<file path="src/hdl/orl_pkg.sv">
// orl_pkg: shared types and codes for the ordered record list
// no dependencies
`timescale 1ns / 1ps

package orl_pkg;

    localparam int KEY_W  = 32;
    localparam int NAME_W = 160;

    typedef logic [1:0] op_t;
    localparam op_t OP_INSERT = 2'd0;
    localparam op_t OP_DELETE = 2'd1;
    localparam op_t OP_DUMP   = 2'd2;
    localparam op_t OP_NONE   = 2'd3;

    typedef logic [1:0] stat_t;
    localparam stat_t ST_OK       = 2'd0;
    localparam stat_t ST_NOTFOUND = 2'd1;
    localparam stat_t ST_FULL     = 2'd2;
    localparam stat_t ST_EMPTY    = 2'd3;

    // controller to datapath
    typedef struct packed {
        logic load;      // capture request fields
        logic do_ins;    // shift chain and insert
        logic do_del;    // shift chain and delete
        logic dump_clr;  // reset dump pointer
        logic dump_step; // advance dump pointer
    } dp_cmd_t;

    // datapath to controller
    typedef struct packed {
        logic full;
        logic empty;
        logic hit;
        logic dump_last;
    } dp_stat_t;

endpackage

</file>
<file path="src/hdl/orl_ctrl.sv">
// orl_ctrl: request sequencer and output valid flag
// depends on orl_pkg
`timescale 1ns / 1ps

module orl_ctrl
    import orl_pkg::*;
(
    input  logic     clk,
    input  logic     rst_n,
    input  logic     in_valid,
    output logic     in_ready,
    input  op_t      in_op,
    input  logic     out_ready,
    output logic     out_busy,
    input  dp_stat_t stat,
    output dp_cmd_t  cmd,
    output logic     res_load,
    output logic     res_data,
    output stat_t    res_status,
    output logic     res_last
);

    typedef enum logic [3:0] {
        S_IDLE = 4'b0001,
        S_EXEC = 4'b0010,
        S_DUMP = 4'b0100,
        S_WAIT = 4'b1000
    } state_t;

    state_t state_reg, state_next;
    op_t    op_reg;
    logic   ov_reg, ov_next;
    logic   can_emit;

    assign can_emit = !ov_reg || out_ready;
    assign in_ready = (state_reg == S_IDLE);
    assign out_busy = ov_reg;

    always_comb
    begin
        state_next = state_reg;
        cmd        = '0;
        res_load   = 1'b0;
        res_data   = 1'b0;
        res_status = ST_OK;
        res_last   = 1'b1;
        ov_next    = ov_reg && !out_ready;
        case (state_reg)
            S_IDLE:
            begin
                if (in_valid && in_op != OP_NONE)
                begin
                    cmd.load     = 1'b1;
                    cmd.dump_clr = 1'b1;
                    state_next   = S_EXEC;
                end
            end
            S_EXEC:
            begin
                if (can_emit)
                begin
                    res_load   = 1'b1;
                    state_next = S_IDLE;
                    case (op_reg)
                        OP_INSERT:
                        begin
                            if (stat.full)
                                res_status = ST_FULL;
                            else
                                cmd.do_ins = 1'b1;
                        end
                        OP_DELETE:
                        begin
                            if (stat.hit)
                                cmd.do_del = 1'b1;
                            else
                                res_status = ST_NOTFOUND;
                        end
                        default:
                        begin
                            if (stat.empty)
                                res_status = ST_EMPTY;
                            else
                            begin
                                res_data       = 1'b1;
                                res_last       = stat.dump_last;
                                cmd.dump_step  = 1'b1;
                                if (!stat.dump_last)
                                    state_next = S_DUMP;
                            end
                        end
                    endcase
                end
            end
            S_DUMP:
            begin
                if (can_emit)
                begin
                    res_load      = 1'b1;
                    res_data      = 1'b1;
                    res_last      = stat.dump_last;
                    cmd.dump_step = 1'b1;
                    if (stat.dump_last)
                        state_next = S_IDLE;
                end
            end
            S_WAIT:
                state_next = S_IDLE;
            default:
                state_next = S_IDLE;
        endcase
        if (res_load)
            ov_next = 1'b1;
    end

    always_ff @(posedge clk or negedge rst_n)
    begin
        if (!rst_n)
        begin
            state_reg <= S_IDLE;
            ov_reg    <= 1'b0;
        end
        else
        begin
            state_reg <= state_next;
            ov_reg    <= ov_next;
        end
    end

    always_ff @(posedge clk)
    begin
        if (cmd.load)
            op_reg <= in_op;
    end

endmodule

</file>
<file path="config.mk">
export PLATFORM = sky130hd
export DESIGN_NAME = orl_ctrl
export DESIGN_NICKNAME = d
export VERILOG_FILES = /design/src/hdl/orl_pkg.sv /design/src/hdl/orl_ctrl.sv
export SDC_FILE = /design/constraint.sdc
export NUM_CORES = 1
export LEC_CHECK = 0
export BUFFER_PORTS_ARGS = -buffer_cell sky130_fd_sc_hd__buf_4
export CORE_AREA = 5 5 42 44
export CTS_CLUSTER_SIZE = 24
export DETAILED_ROUTE_END_ITERATION = 16
export DIE_AREA = 0 0 47 49
export SLEW_MARGIN = 10
export SYNTH_ARGS = -nofsm -noshare
export SYNTH_HDL_FRONTEND = slang
export SYNTH_SLANG_ARGS = --single-unit
</file>
<file path="constraint.sdc">
create_clock -name clk -period 1.2 [get_ports clk]
set_input_delay 0.18 -clock clk [delete_from_list [all_inputs] [get_ports clk]]
set_output_delay 0.18 -clock clk [all_outputs]
set_load 0.03 [all_outputs]
</file>
==> summary.txt <==
Outcome
  • Status: finished with violations
  • Failing checks: negative setup slack

CTS
  • Clock slew at reported path FFs: 50 ps
  • Htree depth: 1
  • CTS tree: done
  • Clk buf depth: 2
  • Clk sinks: 6
  • Clock Latency Late Sink: 240 ps
  • Root Buffer: clkbuf_4
  • TritonCTS Buffers: 3

Setup path
  • Reg2reg end: op_reg[0]
  • Crit. End Element: primary output
  • Reg2reg setup slack: -250 ps
  • FF-to-FF Start: state_reg[2]
  • Startpoint Class: flop
  • Required time of the worst setup path: 1020 ps
  • Critical path class: flop to primary output
  • Worst-path fanout max: 3
  • Worst Path Arrival: 1540 ps
  • Cells on worst reg2reg path: 5

Place
  • Dpl hpwl: 938 um
  • Placer Congestion: 0.759
  • Pre-CTS setup slack: -326 ps
  • Port Buffers: 21

STA
  • Final Cycle Share: 143%
  • Tmin final: 1720 ps
  • Pins Over Slew Limit: 0
  • Final setup vio count: 15
  • FMAX: 582 MHz
  • Final Hold Vio Count: 0
  • Slew headroom: 79.5%
  • Clock Skews: 8.64 ps
  • RSZ-0062 raised after global routing: yes
  • Pin slew with the least headroom to its limit: 306 ps
  • Final WS setup: -517 ps

Drt
  • Wire per inst: 11.7 um
  • # DRC: 0
  • DR iter-0 viols: 4
  • Detailed Routing Iterations Pass 1: 3
  • Overall routed net length: 1.14 mm
  • Vias/cell: 4.62
  • Remaining antenna violation count: 0
  • DR vias: 453

GRT
  • Total track usage: 11.4%
  • Vias in the first global route: 469
  • Antenna violations before repair: 0
  • Global-route wire length before repair: 1.93 mm
  • Pin count of the biggest net entering global routing: 7
  • GRT overflow: 0

Power and ir drop
  • Peak supply drop: 0.655 mV
  • Cell Int Power: 548 uW
  • Pwr Density: 857 nW/um^2
  • Comb pwr share: 43.2%
  • Net Sw Frac: 29.9%
  • Leak Pwr: 0.375 nW
  • Sequential power share: 31.9%
  • Clock power share: 24.9%
  • Net Sw Power: 234 uW

Synthesis
  • Mapped Area: 402 um^2
  • YS warnings: 0
  • Syn nets: 50
  • Synth cell types: 23
  • Post-synthesis sequential area ratio: 40.2%
  • #FFs+latches synth: 6
  • Mapped Avg Cell Area: 10.0 um^2
  • Mapped Cells: 40

Floorplanning
  • Die height: 49 um
  • Starting Density: 28.7%
  • Core area: 1400 um^2
  • Cell Rows: 14
  • I/O pins: 22
  • Die width: 47 um
  • Full die area: 2300 um^2

Layout
  • Max reg flops: 3
  • Antenna diodes: 0
  • Core Util, Final: 65.2%
  • NumNets Final: 93
  • Commonest non-fill, non-tap cell in the layout: buf_4
  • Most frequent cells in the layout: buf_4, buf_6
  • Area delta synth->final: 127%
  • Layout cells sized above 1: 76.8%

Worst hold path
  • Hold Path Sink: op_reg[1]
  • Worst Hold Launch: in_op[1]
  • HP Class: input pin to flop
  • Hold depth: 1

Run
  • Maxcap violations: 0
synthesized netlist by cell type:
cell / number / area (um^2)
and3_4: 1 / 11.3
nand3b_1: 1 / 7.51
nor3b_2: 1 / 12.5
dfrtp_1: 3 / 75.1
and2_1: 2 / 12.5
a211oi_2: 1 / 12.5
nor2b_1: 1 / 6.26
or3_4: 1 / 11.3
or3b_2: 1 / 8.76
nor4_2: 1 / 12.5
edfxtp_1: 2 / 60.1
nand2b_1: 4 / 25.0
o21ai_0: 2 / 10.0
nor2_1: 2 / 7.51
nand2b_4: 1 / 13.8
nand2_1: 3 / 11.3
or2_1: 1 / 6.26
nor3_1: 2 / 10.0
a21oi_1: 4 / 20.0
nand4bb_1: 1 / 11.3
a211oi_1: 2 / 15.0
dfstp_2: 1 / 26.3
buf_4: 2 / 15.0
routing by layer:
layer / vias to the layer above / track usage (%) / wire length (um)
met3: 2 / 2.58 / 60
met1: 212 / 12.1 / 424
li1: 228 / - / -
met5: - / 0 / 0
met4: 0 / 5.53 / 9
met2: 11 / 19.9 / 647
layout make-up:
cell class	instances	area, um^2
Tap cell	16	20.0
Multi-Input combinational cell	32	335
Clock buffer	4	26.3
Timing Repair Buffer	40	367
Sequential cell	6	165
Fill cell	109	488
cell families (layout without fill, tap and decap cells):
family / count (synthesis) / after routing / share of synthesized area [%]
simple gates: 23 / 23 / 41.7
buf+inv: 2 / 44 / 3.74
flops: 6 / 6 / 40.2
compound gates: 9 / 9 / 14.3
power by group through the flow:
stage | combinational [mW] | sequential (mW) | clock, mW
after global routing | 0.361 | 0.252 | 0.223
final | 0.338 | 0.250 | 0.195
after floorplan | 0.131 | 0.271 | 0
after global placement | 0.273 | 0.250 | 0
after detailed placement | 0.274 | 0.251 | 0
after CTS | 0.335 | 0.250 | 0.205
critical path, cell delays in order (launching register included):
cell and delay (ps):
dfrtp_2 410, buf_4 140, nand4bb_4 200, a211oi_4 330
nand2b_4 70, buf_6 140
worst max-delay path by stage:
| stage | depth (start not counted) | slack, ps | from | to |
|---|---|---|---|---|
| 6_report | 5 | -520 | state_reg[2] | res_last |
| 5_1_grt | 5 | -590 | state_reg[2] | res_last |
| 4_1_cts | 4 | -530 | out_busy | cmd[3] |
| 3_5_place_dp | 4 | -330 | state_reg[2] | cmd[3] |
| 3_3_place_gp | 4 | -300 | state_reg[2] | cmd[3] |
| 2_1_floorplan | 3 | -470 | state_reg[0] | cmd[4] |
per-stage QoR:
step	total power [mW]	std cells	TNS, ps	hold slack, ps	area (um^2)
after floorplan	0.402	40	-4590	-116	503
after CTS	0.790	98	-5480	115	900
after global routing	0.835	98	-6370	113	913
after global placement	0.523	88	-2390	-22.1	756
after detailed placement	0.525	88	-2580	-22.1	756
final	0.783	98	-5350	122	913
repair_timing:
action | in CTS | in global routing
hold endpoints to repair | 4 | 0
resized for setup | 19 | 3
pin swaps | 5 | 2
hold buffers | 1 | 0
endpoints found under the setup margin | 15 | 16
setup buffers | 6 | 0
Power figures use the tool's default switching activity.
